### config.mk
export PLATFORM = sky130hd
export DESIGN_NAME = gf31_quadratic_ext_mac
export DESIGN_NICKNAME = d
export VERILOG_FILES = /design/src/sv/gf31m_pkg.sv /design/src/sv/gf31m_operand_stage.sv /design/src/sv/gf31m_accumulator.sv /design/src/sv/gf31m_result_stage.sv /design/src/sv/gf31_quadratic_ext_mac.sv
export SDC_FILE = /design/constraint.sdc
export NUM_CORES = 1
export LEC_CHECK = 0
export BUFFER_PORTS_ARGS = -buffer_cell sky130_fd_sc_hd__buf_2
export CAP_MARGIN = 25
export CORE_MARGIN = 2
export CORE_UTILIZATION = 60
export CTS_CLUSTER_DIAMETER = 80
export DETAILED_ROUTE_END_ITERATION = 10
export PLACE_DENSITY_LB_ADDON = 0.08
export REMOVE_ABC_BUFFERS = 1
export SLEW_MARGIN = 20
export SYNTH_ARGS = -nofsm -noshare
export SYNTH_HDL_FRONTEND = slang
export SYNTH_SLANG_ARGS = --single-unit
### constraint.sdc
create_clock -name clk -period 28.9 [get_ports clk]
set_input_delay 2.89 -clock clk [delete_from_list [all_inputs] [get_ports clk]]
set_output_delay 2.89 -clock clk [all_outputs]
set_load 0.03 [all_outputs]
### src/sv/gf31m_pkg.sv
// ----------------------------------------------------------------------------
// gf31m_pkg
// Shared types, constants and mod-31 helpers for the GF(31^2) multiply-
// accumulate block.
// ----------------------------------------------------------------------------
package gf31m_pkg;

    // Field prime and the value of x^2 in GF(31)[x]/(x^2 - 3).
    localparam int unsigned GF_P     = 31;
    localparam int unsigned X2_VALUE = 3;

    typedef logic [4:0] residue_t;

    // One registered request: both operands as residues, plus the end-of-sum mark.
    typedef struct packed {
        residue_t elem_const;
        residue_t elem_linear;
        residue_t coef_const;
        residue_t coef_linear;
        logic     last_term;
    } operand_t;

    // Maps a raw 5-bit operand to its residue: the code 31 stands for 0.
    function automatic residue_t to_residue(input logic [4:0] raw);
        residue_t res;
        res = (raw == residue_t'(GF_P)) ? residue_t'(0) : raw;
        return res;
    endfunction

    // Exact reduction of an 11-bit value mod 31, using 32 = 1 (mod 31).
    function automatic residue_t mod31(input logic [10:0] value);
        logic [6:0] fold1;
        logic [5:0] fold2;
        residue_t   res;
        fold1 = 7'(value[10:5]) + 7'(value[4:0]);
        fold2 = 6'(fold1[6:5]) + 6'(fold1[4:0]);
        if (fold2 >= 6'(GF_P))
        begin
            fold2 = fold2 - 6'(GF_P);
        end
        res = fold2[4:0];
        return res;
    endfunction

endpackage

### src/sv/gf31m_operand_stage.sv
// ----------------------------------------------------------------------------
// gf31m_operand_stage
// Input register: takes one request, reduces the operands to residues and
// holds them until the accumulator stage consumes them.
// ----------------------------------------------------------------------------
module gf31m_operand_stage (
    input  logic                clk,
    input  logic                rst_n,
    input  logic                in_valid,
    output logic                in_stall,
    input  logic [4:0]          elem_const,
    input  logic [4:0]          elem_linear,
    input  logic [4:0]          coef_const,
    input  logic [4:0]          coef_linear,
    input  logic                last_term,
    input  logic                advance,
    output logic                op_valid,
    output gf31m_pkg::operand_t op
);

    logic                valid_reg;
    logic                valid_next;
    gf31m_pkg::operand_t op_reg;
    logic                load;

    // The register is free when it is empty or its contents move on this cycle.
    assign in_stall = valid_reg && !advance;
    assign load     = in_valid && !in_stall;

    always_comb
    begin
        if (load)
        begin
            valid_next = 1'b1;
        end
        else if (advance)
        begin
            valid_next = 1'b0;
        end
        else
        begin
            valid_next = valid_reg;
        end
    end

    // Control bit with reset.
    always_ff @(posedge clk or negedge rst_n)
    begin
        if (!rst_n)
        begin
            valid_reg <= 1'b0;
        end
        else
        begin
            valid_reg <= valid_next;
        end
    end

    // Payload register, loaded only when a request is taken.
    always_ff @(posedge clk)
    begin
        if (load)
        begin
            op_reg.elem_const  <= gf31m_pkg::to_residue(elem_const);
            op_reg.elem_linear <= gf31m_pkg::to_residue(elem_linear);
            op_reg.coef_const  <= gf31m_pkg::to_residue(coef_const);
            op_reg.coef_linear <= gf31m_pkg::to_residue(coef_linear);
            op_reg.last_term   <= last_term;
        end
    end

    assign op_valid = valid_reg;
    assign op       = op_reg;

endmodule

### src/sv/gf31m_accumulator.sv
// ----------------------------------------------------------------------------
// gf31m_accumulator
// Multiplies the two GF(31^2) operands, adds the partial products into the
// three mod-31 accumulators and forms the reduced sum for the last term.
// ----------------------------------------------------------------------------
module gf31m_accumulator (
    input  logic                clk,
    input  logic                rst_n,
    input  logic                step,
    input  gf31m_pkg::operand_t op,
    output logic [4:0]          sum_const,
    output logic [4:0]          sum_linear
);

    gf31m_pkg::residue_t acc_const_reg;
    gf31m_pkg::residue_t acc_linear_reg;
    gf31m_pkg::residue_t acc_square_reg;
    gf31m_pkg::residue_t acc_const_next;
    gf31m_pkg::residue_t acc_linear_next;
    gf31m_pkg::residue_t acc_square_next;
    gf31m_pkg::residue_t new_const;
    gf31m_pkg::residue_t new_linear;
    gf31m_pkg::residue_t new_square;
    logic [9:0]          prod_cc;
    logic [9:0]          prod_cl;
    logic [9:0]          prod_lc;
    logic [9:0]          prod_ll;
    logic [6:0]          fold_sum;

    // Four 5x5 partial products of the field multiplication.
    assign prod_cc = 10'(op.elem_const)  * 10'(op.coef_const);
    assign prod_cl = 10'(op.elem_const)  * 10'(op.coef_linear);
    assign prod_lc = 10'(op.elem_linear) * 10'(op.coef_const);
    assign prod_ll = 10'(op.elem_linear) * 10'(op.coef_linear);

    // Accumulate with exact reduction.
    assign new_const  = gf31m_pkg::mod31(11'(acc_const_reg) + 11'(prod_cc));
    assign new_linear = gf31m_pkg::mod31(11'(acc_linear_reg) + 11'(prod_cl)
                                         + 11'(prod_lc));
    assign new_square = gf31m_pkg::mod31(11'(acc_square_reg) + 11'(prod_ll));

    // Fold the x^2 part into the constant part: x^2 = 3.
    assign fold_sum   = 7'(new_const) + 7'(gf31m_pkg::X2_VALUE) * 7'(new_square);
    assign sum_const  = gf31m_pkg::mod31(11'(fold_sum));
    assign sum_linear = new_linear;

    // Next accumulator values: cleared after the last term.
    always_comb
    begin
        acc_const_next  = acc_const_reg;
        acc_linear_next = acc_linear_reg;
        acc_square_next = acc_square_reg;
        if (step)
        begin
            if (op.last_term)
            begin
                acc_const_next  = '0;
                acc_linear_next = '0;
                acc_square_next = '0;
            end
            else
            begin
                acc_const_next  = new_const;
                acc_linear_next = new_linear;
                acc_square_next = new_square;
            end
        end
    end

    always_ff @(posedge clk or negedge rst_n)
    begin
        if (!rst_n)
        begin
            acc_const_reg  <= '0;
            acc_linear_reg <= '0;
            acc_square_reg <= '0;
        end
        else
        begin
            acc_const_reg  <= acc_const_next;
            acc_linear_reg <= acc_linear_next;
            acc_square_reg <= acc_square_next;
        end
    end

    // The accumulators always hold proper residues.
    a_acc_reduced: assert property (@(posedge clk) disable iff (!rst_n)
        acc_const_reg < 5'd31 && acc_linear_reg < 5'd31 && acc_square_reg < 5'd31)
        else $error("accumulator holds an unreduced value");

    // A last term leaves all accumulators cleared.
    a_clear_on_last: assert property (@(posedge clk) disable iff (!rst_n)
        step && op.last_term |=>
            acc_const_reg == '0 && acc_linear_reg == '0 && acc_square_reg == '0)
        else $error("accumulators not cleared after the last term");

    // Without a step the accumulators hold.
    a_hold_idle: assert property (@(posedge clk) disable iff (!rst_n)
        !step |=> $stable(acc_const_reg) && $stable(acc_linear_reg)
                  && $stable(acc_square_reg))
        else $error("accumulator changed without a step");

endmodule

### src/sv/gf31m_result_stage.sv
// ----------------------------------------------------------------------------
// gf31m_result_stage
// Output register: holds one finished sum until the receiver takes it.
// ----------------------------------------------------------------------------
module gf31m_result_stage (
    input  logic       clk,
    input  logic       rst_n,
    input  logic       load,
    input  logic [4:0] sum_const_in,
    input  logic [4:0] sum_linear_in,
    input  logic       out_stall,
    output logic       out_valid,
    output logic [4:0] sum_const,
    output logic [4:0] sum_linear,
    output logic       advance
);

    logic       valid_reg;
    logic       valid_next;
    logic [4:0] sum_const_reg;
    logic [4:0] sum_linear_reg;

    // The stage can take a new sum unless a held one is stalled.
    assign advance = !(valid_reg && out_stall);

    always_comb
    begin
        if (load)
        begin
            valid_next = 1'b1;
        end
        else if (!out_stall)
        begin
            valid_next = 1'b0;
        end
        else
        begin
            valid_next = valid_reg;
        end
    end

    always_ff @(posedge clk or negedge rst_n)
    begin
        if (!rst_n)
        begin
            valid_reg <= 1'b0;
        end
        else
        begin
            valid_reg <= valid_next;
        end
    end

    // Result payload.
    always_ff @(posedge clk)
    begin
        if (load)
        begin
            sum_const_reg  <= sum_const_in;
            sum_linear_reg <= sum_linear_in;
        end
    end

    assign out_valid  = valid_reg;
    assign sum_const  = sum_const_reg;
    assign sum_linear = sum_linear_reg;

endmodule

### src/sv/gf31_quadratic_ext_mac.sv
// ----------------------------------------------------------------------------
// gf31_quadratic_ext_mac
// Multiply-accumulate over GF(31^2) with x^2 = 3, one term per cycle when not stalled.
// ----------------------------------------------------------------------------
// Usage:
//   Each input request carries one matrix element (elem_const, elem_linear),
//   one vector element (coef_const, coef_linear) and last_term. An operand
//   code of 31 counts as zero. Requests are taken on in_valid with in_stall
//   low; results leave on out_valid with out_stall low.
//   Every request adds its product into three mod-31 accumulators. A request
//   with last_term set produces one result request, (const + 3 * square) and
//   linear, and clears the accumulators for the next sum.
//   Throughput, set by the accumulator loop, is one request per cycle while
//   the receiver does not stall a held result. A last term waits in the
//   input register, and its sum is then loaded into the result register.
//   Reset clears the accumulators and both valid bits. When the receiver
//   stalls a held result, the pipeline freezes and in_stall rises once the
//   input register is also occupied; no request is lost or repeated.
// ----------------------------------------------------------------------------
module gf31_quadratic_ext_mac (
    input  logic       clk,
    input  logic       rst_n,
    input  logic       in_valid,
    output logic       in_stall,
    input  logic [4:0] elem_const,
    input  logic [4:0] elem_linear,
    input  logic [4:0] coef_const,
    input  logic [4:0] coef_linear,
    input  logic       last_term,
    output logic       out_valid,
    input  logic       out_stall,
    output logic [4:0] sum_const,
    output logic [4:0] sum_linear
);

    gf31m_pkg::operand_t op;
    logic                op_valid;
    logic                advance;
    logic                step;
    logic [4:0]          acc_sum_const;
    logic [4:0]          acc_sum_linear;

    // The registered term is consumed whenever the result side can move.
    assign step = op_valid && advance;

    gf31m_operand_stage u_operand (
        .clk         (clk),
        .rst_n       (rst_n),
        .in_valid    (in_valid),
        .in_stall    (in_stall),
        .elem_const  (elem_const),
        .elem_linear (elem_linear),
        .coef_const  (coef_const),
        .coef_linear (coef_linear),
        .last_term   (last_term),
        .advance     (advance),
        .op_valid    (op_valid),
        .op          (op)
    );

    gf31m_accumulator u_accumulator (
        .clk        (clk),
        .rst_n      (rst_n),
        .step       (step),
        .op         (op),
        .sum_const  (acc_sum_const),
        .sum_linear (acc_sum_linear)
    );

    gf31m_result_stage u_result (
        .clk           (clk),
        .rst_n         (rst_n),
        .load          (step && op.last_term),
        .sum_const_in  (acc_sum_const),
        .sum_linear_in (acc_sum_linear),
        .out_stall     (out_stall),
        .out_valid     (out_valid),
        .sum_const     (sum_const),
        .sum_linear    (sum_linear),
        .advance       (advance)
    );

endmodule
==> results of run 1 <==
==> worst max-delay path, delay by kind of cell, from the launching register on <==
family | cells | cell delay (ns)
flip-flops | 1 | 0.52
AO/OA/AOI/OAI | 12 | 2.14
adder cells (fa/ha/maj) | 14 | 4.85
multiplexers | 2 | 0.45
AND/OR/NAND/NOR | 12 | 1.71
buffers and inverters | 3 | 0.23
XOR/XNOR | 4 | 0.66
==> stage by stage <==
stage / cells / instance area, um2 / hold WS, ns / worst slack (ns)
2_1_floorplan: 761 / 7420 / 0.4432 / 18.97
3_3_place_gp: 965 / 7810 / 0.4619 / 18.46
3_5_place_dp: 965 / 7810 / 0.4842 / 18.10
4_1_cts: 973 / 7954 / 0.5010 / 18.03
5_1_grt: 973 / 7954 / 0.5347 / 17.19
6_report: 973 / 7954 / 0.4930 / 18.06
==> layout make-up <==
class	instances	area (um2)	area share (%)
flip-flops and latches	48	1356	17.05
multi-input cells	607	5665	71.23
repair buffers	36	180.2	2.265
clock inverters	3	18.77	0.2360
inverters	106	397.9	5.002
clock buffers	5	125.1	1.573
well taps	168	210.2	2.643
==> layer usage <==
metal	share of wire (%)	wire length, um
met2	50	7771
met4	1.7	257
met1	46	7050
met3	2.6	407
met5	0	0
==> cells by family (layout without fill, tap and decap cells) <==
family | Yosys count | count (layout) | synth area share (%)
XOR/XNOR | 49 | 49 | 6.717
multiplexers | 7 | 7 | 1.036
AND/OR/NAND/NOR | 247 | 247 | 18.03
adder cells (fa/ha/maj) | 186 | 186 | 38.56
AO/OA/AOI/OAI | 118 | 118 | 11.31
flip-flops | 48 | 48 | 18.11
buffers and inverters | 124 | 150 | 6.232
==> cells in the mapped netlist, types with 4 or more instances <==
| cell type | instances | area [um2] |
|---|---|---|
| sky130_fd_sc_hd__nand2b_1 | 10 | 62.56 |
| sky130_fd_sc_hd__nand3_1 | 17 | 85.08 |
| sky130_fd_sc_hd__edfxtp_1 | 31 | 930.9 |
| sky130_fd_sc_hd__a41o_1 | 5 | 50.05 |
| sky130_fd_sc_hd__clkbuf_1 | 17 | 63.81 |
| sky130_fd_sc_hd__nor3_1 | 8 | 40.04 |
| sky130_fd_sc_hd__and3_1 | 5 | 31.28 |
| sky130_fd_sc_hd__inv_1 | 106 | 397.9 |
| sky130_fd_sc_hd__a21oi_1 | 19 | 95.09 |
| sky130_fd_sc_hd__a22o_1 | 6 | 52.55 |
| sky130_fd_sc_hd__fa_1 | 75 | 1501 |
| sky130_fd_sc_hd__o211ai_1 | 4 | 30.03 |
| sky130_fd_sc_hd__nand2_1 | 62 | 232.7 |
| sky130_fd_sc_hd__nor2b_1 | 12 | 75.07 |
| sky130_fd_sc_hd__nand4_1 | 4 | 25.02 |
| sky130_fd_sc_hd__nor2_1 | 17 | 63.81 |
| sky130_fd_sc_hd__or3_1 | 4 | 25.02 |
| sky130_fd_sc_hd__xnor2_1 | 29 | 254.0 |
| sky130_fd_sc_hd__nor4_1 | 4 | 25.02 |
| sky130_fd_sc_hd__o21a_1 | 10 | 75.07 |
| sky130_fd_sc_hd__a21o_1 | 17 | 127.6 |
| sky130_fd_sc_hd__dfrtp_1 | 17 | 425.4 |
| sky130_fd_sc_hd__o21ai_0 | 19 | 95.09 |
| sky130_fd_sc_hd__ha_1 | 110 | 1376 |
| sky130_fd_sc_hd__mux2i_1 | 4 | 40.04 |
| sky130_fd_sc_hd__a211oi_1 | 6 | 45.04 |
| sky130_fd_sc_hd__a31oi_1 | 4 | 25.02 |
| sky130_fd_sc_hd__xor2_1 | 13 | 113.9 |
| sky130_fd_sc_hd__and2_1 | 87 | 544.3 |
==> worst max-delay path by stage <==
stage	endpoint	slack, ns	cells past startpoint
3_3_place_gp	u_result.sum_const[1]$_DFFE_PP_	18.46	47
5_1_grt	u_result.sum_const[1]$_DFFE_PP_	17.19	47
3_5_place_dp	u_result.sum_const[1]$_DFFE_PP_	18.10	47
2_1_floorplan	u_result.sum_const[1]$_DFFE_PP_	18.97	47
4_1_cts	u_result.sum_const[1]$_DFFE_PP_	18.03	47
6_report	u_result.sum_const[1]$_DFFE_PP_	18.06	47
==> results.txt, run 1 <==
----------------------------------------------------
[Clock network]
  TritonCTS clock tree ... built
  Maximum count of clock buffers along a single path ... 2
  Clock insertion delay at the later pin of the skew report ... 0.30 ns
  CTS Buf Count ... 5
  Cells resized by post-CTS repair ... 0
  Total setup buffers inserted after CTS ... 0
  CTS HTree Levels ... 2
  Clk sink count ... 48
  Number of hold buffers added after CTS ... 0
  Clock Pin Slew Worst Setup and Hold Paths ... 0.07 ns
  Clock root cell ... sky130_fd_sc_hd__clkbuf_16

[Place]
  Port bufs ... 36
  Final Wtd Congestion ... 0.8745
  Detailed placer's ending HPWL ... 13120 um

[Timing]
  Final clock skew ... 0.006901 ns
  Pin slew with the least headroom to its limit ... 0.9995 ns
  Final number of hold-violating endpoints ... 0
  Ratio of final minimum period to clock period ... 37.52%
  Fmax ... 0.09223 GHz
  Setup repair after global routing missed its margin ... no
  Final number of max-transition violations ... 0
  Fin Setup TNS ... 0 ns
  Clock period minus worst slack ... 10.84 ns
  Final setup violation count ... 0
  Headroom to the max-slew limit ... 33.37%

[Routing]
  Post-detailed-route via-to-cell ratio ... 5.645
  Residual antenna-violating net count after detailed routing ... 0
  Wirelength, routed ... 15490 um
  Starting DRC count in detailed routing ... 232
  Via count ... 5493
  DRC Markers ... 0
  Detailed-routing iteration count for the pre-antenna-repair pass ... 4
  Wire length per cell ... 15.92 um

[Global route]
  Global routing met1 resource utilization ... 32.96%
  Global route total overflow ... 0
  Number of global-route vias before repair ... 5700
  Met3 demand-to-capacity share in global routing ... 2.720%
  Global routing met2 resource utilization ... 44.72%
  All-layer global routing usage ... 25.16%
  First-pass GRT wire length ... 26680 um
  Largest net degree at the start of global routing ... 22
  Most Used Layer, Global Route ... met2
  Number of antenna violations at the first check in global routing ... 0

[Final layout]
  Antenna cells ... 0
  Share of cells above drive strength 1 ... 7.702%
  Most common cell after layout, fill and taps aside ... sky130_fd_sc_hd__ha_1
  Post-layout utilization of the core ... 65.67%
  Area added between synthesis and finish ... 6.216%
  Number of inserted filler cells in the final layout ... 1018
  Final net count ... 1014
  Commonest non-fill, non-tap cells in the layout ... 110 x sky130_fd_sc_hd__ha_1, 106 x sky130_fd_sc_hd__inv_1, 87 x sky130_fd_sc_hd__and2_1
  Flip-flop count of the largest register after layout ... 21

[Critical path]
  Most frequent cell on the critical path ... sky130_fd_sc_hd__ha_1
  End of the worst register-to-register path ... u_result.sum_const[1]$_DFFE_PP_
  Category of the worst setup path capture point ... register
  Worst setup path category ... reg2reg
  Startpoint of the most critical setup path ... u_operand.op[5]$_SDFFCE_PN0P_
  Critical path fanouts, max ... 10
  Startpoint of the worst-slack reg-to-reg timing path ... u_operand.op[5]$_SDFFCE_PN0P_
  WP data required ... 28.95 ns
  Depth of the worst register-to-register path ... 47
  Crit path DAT ... 10.89 ns
  Worst path max stage delay ... 0.55 ns
  Cell at the slowest stage of the critical path ... sky130_fd_sc_hd__fa_1
  Setup crit start kind ... register
  R2R setup slack ... 18.06 ns

[Worst hold path]
  Number of stages on the worst hold path ... 2
  Hold endpoint ... u_accumulator.acc_square_reg[4]$_DFFE_PN0P_
  Min-Delay Startpoint ... u_accumulator.acc_square_reg[4]$_DFFE_PN0P_
  Path class of the lowest-slack min-delay path ... reg2reg

[Yosys]
  Dominant synthesized flop cell ... sky130_fd_sc_hd__edfxtp_1
  Post-synthesis async set-or-reset flop share ... 35.42%
  Number of enable flip-flop cells after synthesis ... 31
  Synthesized flop and latch total ... 48
  Mapped Avg Cell Area ... 9.613 um2
  Total number of yosys warnings ... 0
  Synth unique cells ... 65
  Share of the yosys chip area belonging to registers ... 18.11%
  Number of standard cells after synthesis ... 779
  Cell area after synthesis ... 7488 um2

[Run]
  Max-cap violations ... 0

[Floorplan]
  Die height ... 115.7 um
  Number of standard-cell rows in the floorplan ... 40
  Placeable core area ... 12110 um2
  Count of pins on the block boundary ... 37
  Area of the die ... 13390 um2
  Initial Util ... 61.83%
  Die width ... 115.7 um

[Status]
  Result of the run ... complete, no violations

----------------------------------------------------
Power of run 1 is left out: the tool's default activity adds up to more than one toggle a clock period on the data nets, which glitch-free logic cannot reach.
==> run 2, diff against run 1 <==
Settings changed: CORE_UTILIZATION 60 to 58.
Clock period 28.9 ns to 9 ns, I/O delays scaled along.
==> run 2 against run 1 <==
The flow now finishes with violations (setup timing). Design area up 21%. Cell count up 17%. Hold slack worse by 0.0045 ns. Critical endpoint unchanged.
==> results.txt, run 2 (synthesis results as in run 1) <==
----------------------------------------------------
[Status]
  Result of the run ... finished, violations left (was complete, no violations)
  Violations in the final reports ... setup timing

[Critical path]
  Depth of the worst register-to-register path ... 46 (was 47)
  Category of the worst setup path capture point ... register (unchanged)
  Crit path DAT ... 9.76 ns (was 10.89 ns)
  R2R setup slack ... -0.71 ns (was 18.06 ns)
  Worst path max stage delay ... 0.59 ns (was 0.55 ns)
  Cell at the slowest stage of the critical path ... sky130_fd_sc_hd__fa_1 (unchanged)
  WP data required ... 9.05 ns (was 28.95 ns)
  Startpoint of the worst-slack reg-to-reg timing path ... u_operand.op[4]$_SDFFCE_PN0P_ (was u_operand.op[5]$_SDFFCE_PN0P_)
  Worst setup path category ... reg2reg (unchanged)
  Most frequent cell on the critical path ... sky130_fd_sc_hd__fa_1 (was sky130_fd_sc_hd__ha_1)
  Setup crit start kind ... register (unchanged)
  Critical path fanouts, max ... 4 (was 10)
  End of the worst register-to-register path ... u_result.sum_const[1]$_DFFE_PP_ (unchanged)

[Timing]
  Final setup violation count ... 5 (was 0)
  Final setup slack of the worst path ... -0.7131 ns (was 18.06 ns)
  Setup repair after global routing missed its margin ... yes (was no)
  Pin slew with the least headroom to its limit ... 0.9730 ns (was 0.9995 ns)
  Final number of max-transition violations ... 0 (unchanged)
  Headroom to the max-slew limit ... 35.13% (was 33.37%)
  Fin Setup TNS ... -2.690 ns (was 0 ns)
  Fmax ... 0.1030 GHz (was 0.09223 GHz)
  Final number of hold-violating endpoints ... 0 (unchanged)
  Final clock skew ... 0.008676 ns (was 0.006901 ns)
  Clock period minus worst slack ... 9.713 ns (was 10.84 ns)
  Ratio of final minimum period to clock period ... 107.9% (was 37.52%)

[Routing]
  Wirelength, routed ... 18870 um (was 15490 um)
  Post-detailed-route via-to-cell ratio ... 5.508 (was 5.645)
  Via count ... 6268 (was 5493)
  DRC Markers ... 0 (unchanged)
  Residual antenna-violating net count after detailed routing ... 0 (unchanged)
  Wire length per cell ... 16.58 um (was 15.92 um)
  Detailed-routing iteration count for the pre-antenna-repair pass ... 5 (was 4)
  Starting DRC count in detailed routing ... 288 (was 232)

[Place]
  Placement-stage cell area ... 8731 um2 (was 7810 um2)
  Final Wtd Congestion ... 0.9233 (was 0.8745)
  Detailed placer's ending HPWL ... 14370 um (was 13120 um)
  Inst Count DP ... 1091 (was 965)
  Port bufs ... 36 (unchanged)

[Global route]
  Largest net degree at the start of global routing ... 22 (unchanged)
  Number of antenna violations at the first check in global routing ... 0 (unchanged)
  First-pass GRT wire length ... 30580 um (was 26680 um)
  Global route total overflow ... 0 (unchanged)
  All-layer global routing usage ... 27.00% (was 25.16%)
  Number of global-route vias before repair ... 6740 (was 5700)

[Clock network]
  Clock root cell ... sky130_fd_sc_hd__clkbuf_16 (unchanged)
  Clk sink count ... 48 (unchanged)
  Number of hold buffers added after CTS ... 0 (unchanged)
  TritonCTS clock tree ... built (unchanged)
  CTS HTree Levels ... 2 (unchanged)
  Clock insertion delay at the later pin of the skew report ... 0.29 ns (was 0.30 ns)
  Maximum count of clock buffers along a single path ... 2 (unchanged)
  Clock Pin Slew Worst Setup and Hold Paths ... 0.07 ns (about the same)
  CTS Buf Count ... 5 (unchanged)

[Final layout]
  Post-route non-filler standard cell count ... 1138 (was 973)
  Share of cells above drive strength 1 ... 31.47% (was 7.702%)
  Final net count ... 1175 (was 1014)
  Antenna cells ... 0 (unchanged)
  Post-layout utilization of the core ... 76.32% (was 65.67%)
  Most common cell after layout, fill and taps aside ... sky130_fd_sc_hd__buf_4 (was sky130_fd_sc_hd__ha_1)
  Cell area after layout ... 9632 um2 (was 7954 um2)
  Commonest non-fill, non-tap cells in the layout ... 155 x sky130_fd_sc_hd__buf_4, 97 x sky130_fd_sc_hd__inv_1, 94 x sky130_fd_sc_hd__ha_1 (was 110 x sky130_fd_sc_hd__ha_1, 106 x sky130_fd_sc_hd__inv_1, 87 x sky130_fd_sc_hd__and2_1)
  Area added between synthesis and finish ... 28.62% (was 6.216%)
  Flip-flop count of the largest register after layout ... 21 (unchanged)

[Floorplan]
  Die height ... 117.6 um (was 115.7 um)
  Count of pins on the block boundary ... 37 (unchanged)
  Area of the die ... 13840 um2 (was 13390 um2)
  Initial Util ... 59.34% (was 61.83%)
  Die width ... 117.6 um (was 115.7 um)
  Number of standard-cell rows in the floorplan ... 41 (was 40)
  Placeable core area ... 12620 um2 (was 12110 um2)

[Worst hold path]
  Number of stages on the worst hold path ... 2 (unchanged)
  Min-Delay Startpoint ... u_accumulator.acc_square_reg[4]$_DFFE_PN0P_ (unchanged)
  Path class of the lowest-slack min-delay path ... reg2reg (unchanged)
  Hold endpoint ... u_accumulator.acc_square_reg[4]$_DFFE_PN0P_ (unchanged)

[Run]
  Max-cap violations ... 0 (unchanged)

----------------------------------------------------
[run 2: cell count changes in the layout (fill, tap and decap cells not counted), sizes merged]
| cell | before | now |
|---|---|---|
| clkinv | 3 | 2 |
| bufinv | 0 | 1 |
| buf | 36 | 197 |
[run 2: worst max-delay path by stage]
| stage | slack, ns | endpoint | depth (start not counted) | start |
|---|---|---|---|---|
| 2_1_floorplan | -0.93 | u_result.sum_const[1]$_DFFE_PP_ | 47 | u_operand.op[5]$_SDFFCE_PN0P_ |
| 3_3_place_gp | -0.80 | u_result.sum_const[1]$_DFFE_PP_ | 47 | u_operand.op[4]$_SDFFCE_PN0P_ |
| 3_5_place_dp | -1.04 | u_result.sum_const[1]$_DFFE_PP_ | 47 | u_operand.op[4]$_SDFFCE_PN0P_ |
| 4_1_cts | -0.53 | u_result.sum_const[1]$_DFFE_PP_ | 49 | u_operand.op[13]$_SDFFCE_PN0P_ |
| 5_1_grt | -1.09 | u_result.sum_const[1]$_DFFE_PP_ | 46 | u_operand.op[4]$_SDFFCE_PN0P_ |
| 6_report | -0.71 | u_result.sum_const[1]$_DFFE_PP_ | 46 | u_operand.op[4]$_SDFFCE_PN0P_ |
[run 2: per-layer routing]
layer | up-vias | wire [um] | track usage [%]
li1 | 3004 | - | -
met1 | 3076 | 7548 | 31.97
met2 | 141 | 10170 | 50.80
met3 | 47 | 610 | 2.277
met4 | 0 | 547 | 9.864
met5 | - | 0 | 0
[run 2: repair_timing]
item,CTS,global route
buffers inserted,25,17
gates resized for setup,66,49
pin swaps,42,70
setup endpoints to repair,5,7
cloned,0,0
hold endpoints to repair,0,0
[run 2: critical path: cells and delay by family (launching register included)]
| kind | cells | cell delay [ns] |
|---|---|---|
| mux | 2 | 0.55 |
| compound gates | 11 | 1.78 |
| simple gates | 12 | 1.30 |
| fa+ha+maj | 14 | 4.63 |
| buf+inv | 4 | 0.32 |
| flops | 1 | 0.46 |
| xor+xnor | 3 | 0.41 |
[run 2: layout make-up]
| class | count | area [um2] |
|---|---|---|
| clock buffers | 5 | 125.1 |
| clock inverters | 3 | 42.54 |
| fillers | 866 | 2988 |
| inverters | 106 | 397.9 |
| multi-input cells | 607 | 6083 |
| flip-flops and latches | 48 | 1356 |
| well taps | 172 | 215.2 |
| repair buffers | 197 | 1411 |
[run 2: metrics by stage]
stage / hold slack [ns] / setup WS, ns
2_1_floorplan: 0.4432 / -0.9290
4_1_cts: 0.4825 / -0.5276
6_report: 0.4884 / -0.7131
3_5_place_dp: 0.4667 / -1.042
5_1_grt: 0.5128 / -1.093
3_3_place_gp: 0.4664 / -0.7976
Power of run 2 is left out for the same reason.
==> run 3, diff against run 2 <==
Settings changed: CORE_ASPECT_RATIO set to 1.4.
==> run 3 against run 2 <==
The flow still finishes with violations (setup timing). Register-to-register slack worse by 0.02 ns. Cell count down 1.9%. Critical endpoint unchanged. Maximum frequency down 0.17%. Sequential cell count unchanged. Non-clock buffer count down 3. Worst setup slack worse by 0.017 ns. Critical path type unchanged.
==> results.txt, run 3 (synthesis results as in run 1) <==
----------------------------------------------------
[Clock network]
  Clk sink count ... 48 (unchanged)
  Clock root cell ... sky130_fd_sc_hd__clkbuf_16 (unchanged)
  Number of hold buffers added after CTS ... 0 (unchanged)
  Clock insertion delay at the later pin of the skew report ... 0.30 ns (was 0.29 ns)
  CTS Buf Count ... 5 (unchanged)
  Clock Pin Slew Worst Setup and Hold Paths ... 0.07 ns (about the same)
  TritonCTS clock tree ... built (unchanged)
  Maximum count of clock buffers along a single path ... 2 (unchanged)
  CTS HTree Levels ... 2 (unchanged)

[Critical path]
  Critical path fanouts, max ... 4 (unchanged)
  Setup crit start kind ... register (unchanged)
  Cell at the slowest stage of the critical path ... sky130_fd_sc_hd__fa_1 (unchanged)
  Worst path max stage delay ... 0.58 ns (was 0.59 ns)
  WP data required ... 9.05 ns (about the same)
  Most frequent cell on the critical path ... sky130_fd_sc_hd__ha_1 (was sky130_fd_sc_hd__fa_1)
  Depth of the worst register-to-register path ... 49 (was 46)
  Crit path DAT ... 9.78 ns (was 9.76 ns)
  Worst setup path category ... reg2reg (unchanged)
  Category of the worst setup path capture point ... register (unchanged)

[Final layout]
  Antenna cells ... 0 (unchanged)
  Multi-input logic area ... 6032 um2 (was 6083 um2)
  Area added between synthesis and finish ... 27.17% (was 28.62%)
  Number of inserted filler cells in the final layout ... 951 (was 866)
  Most common cell after layout, fill and taps aside ... sky130_fd_sc_hd__buf_4 (unchanged)
  Flip-flop count of the largest register after layout ... 21 (unchanged)
  FF/Latch Area ... 1356 um2 (unchanged)
  Post-route non-filler standard cell count ... 1116 (was 1138)
  Final net count ... 1172 (was 1175)
  Post-layout utilization of the core ... 74.68% (was 76.32%)
  Share of cells above drive strength 1 ... 30.01% (was 31.47%)
  Commonest non-fill, non-tap cells in the layout ... 151 x sky130_fd_sc_hd__buf_4, 101 x sky130_fd_sc_hd__inv_1, 96 x sky130_fd_sc_hd__ha_1 (was 155 x sky130_fd_sc_hd__buf_4, 97 x sky130_fd_sc_hd__inv_1, 94 x sky130_fd_sc_hd__ha_1)

[Timing]
  Final number of max-transition violations ... 0 (unchanged)
  Ratio of final minimum period to clock period ... 108.1% (was 107.9%)
  Clock period minus worst slack ... 9.730 ns (was 9.713 ns)
  Final number of hold-violating endpoints ... 0 (unchanged)
  Setup repair after global routing missed its margin ... yes (unchanged)
  Final clock skew ... 0.005548 ns (was 0.008676 ns)
  Final setup violation count ... 5 (unchanged)
  Fmax ... 0.1028 GHz (was 0.1030 GHz)
  Headroom to the max-slew limit ... 47.28% (was 35.13%)
  Final setup slack of the worst path ... -0.7299 ns (was -0.7131 ns)
  Pin slew with the least headroom to its limit ... 0.7852 ns (was 0.9730 ns)

[Status]
  Violations in the final reports ... setup timing (unchanged)
  Result of the run ... finished, violations left (unchanged)

[Global route]
  All-layer global routing usage ... 27.73% (was 27.00%)
  Largest net degree at the start of global routing ... 22 (unchanged)
  Number of global-route vias before repair ... 6752 (was 6740)
  Number of antenna violations at the first check in global routing ... 0 (unchanged)
  Global route total overflow ... 0 (unchanged)
  First-pass GRT wire length ... 30760 um (was 30580 um)

[Floorplan]
  Die width ... 100.0 um (was 117.6 um)
  Count of pins on the block boundary ... 37 (unchanged)
  Die height ... 138.4 um (was 117.6 um)
  Placeable core area ... 12750 um2 (was 12620 um2)
  Area of the die ... 13850 um2 (was 13840 um2)
  Number of standard-cell rows in the floorplan ... 49 (was 41)
  Initial Util ... 58.72% (was 59.34%)

[Run]
  Max-cap violations ... 0 (unchanged)

[Routing]
  Residual antenna-violating net count after detailed routing ... 0 (unchanged)
  DRC Markers ... 0 (unchanged)
  Wire length per cell ... 16.81 um (was 16.58 um)
  Post-detailed-route via-to-cell ratio ... 5.648 (was 5.508)
  Via count ... 6303 (was 6268)
  Starting DRC count in detailed routing ... 202 (was 288)
  Wirelength, routed ... 18760 um (was 18870 um)
  Detailed-routing iteration count for the pre-antenna-repair pass ... 5 (unchanged)

[Worst hold path]
  Path class of the lowest-slack min-delay path ... reg2reg (unchanged)
  Number of stages on the worst hold path ... 2 (unchanged)

[Place]
  Detailed placer's ending HPWL ... 14830 um (was 14370 um)
  Placement-stage worst setup slack ... -1.045 ns (was -1.042 ns)
  Inst Count DP ... 1071 (was 1091)
  Final Wtd Congestion ... 0.9111 (was 0.9233)
  Port bufs ... 36 (unchanged)

----------------------------------------------------
run 3: layer usage:
metal / wire length (um) / track usage [%] / share of wire (%)
met3: 438 / 2.477 / 2.3
met4: 678 / 11.10 / 3.6
met5: 0 / 0 / 0
met2: 10400 / 53.24 / 55
met1: 7239 / 30.68 / 39
run 3: path summary, 6_finish.rpt:
check                           slack [ns]                                          end                                   startpoint
worst max-delay path                 -0.73              u_result.sum_const[1]$_DFFE_PP_                u_operand.op[2]$_SDFFCE_PN0P_
worst min-delay path                  0.48  u_accumulator.acc_linear_reg[4]$_DFFE_PN0P_  u_accumulator.acc_linear_reg[4]$_DFFE_PN0P_
worst max register to register       -0.73              u_result.sum_const[1]$_DFFE_PP_                u_operand.op[2]$_SDFFCE_PN0P_
worst min register to register        0.48  u_accumulator.acc_linear_reg[4]$_DFFE_PN0P_  u_accumulator.acc_linear_reg[4]$_DFFE_PN0P_
max in group asynchronous             8.19  u_accumulator.acc_square_reg[4]$_DFFE_PN0P_                                        rst_n
min in group asynchronous             0.53   u_accumulator.acc_const_reg[3]$_DFFE_PN0P_                                        rst_n
run 3: metrics by stage:
step	TNS, ns	hold slack (ns)	cell area [um2]
floorplan	-3.240	0.4432	7420
global placement	-2.512	0.4676	8700
detailed placement	-4.295	0.4702	8700
CTS	-2.716	0.4857	9234
global route	-4.919	0.5106	9523
finish	-2.803	0.4838	9523
run 3: repair_timing:
item / CTS / global route
buffers inserted: 29 / 10
resized for setup: 49 / 49
pin swaps: 47 / 49
endpoints found under the setup margin: 5 / 5
run 3: cell type report:
class	instances	area share, %
Clock buffer	6	1.458
Clock inverter	2	0.1051
Inverter	106	4.178
Multi-Input combinational cell	607	63.34
Sequential cell	48	14.24
Tap cell	153	2.010
Timing Repair Buffer	194	14.66
run 3: worst max-delay path, delay by kind of cell, from the launching register on:
| family | cells | cell delay (ns) |
|---|---|---|
| multiplexers | 2 | 0.50 |
| adder cells (fa/ha/maj) | 14 | 4.42 |
| XOR/XNOR | 4 | 0.55 |
| buffers and inverters | 6 | 0.51 |
| flip-flops | 1 | 0.50 |
| AND/OR/NAND/NOR | 12 | 1.35 |
| AO/OA/AOI/OAI | 11 | 1.64 |
Power of run 3 is left out for the same reason.
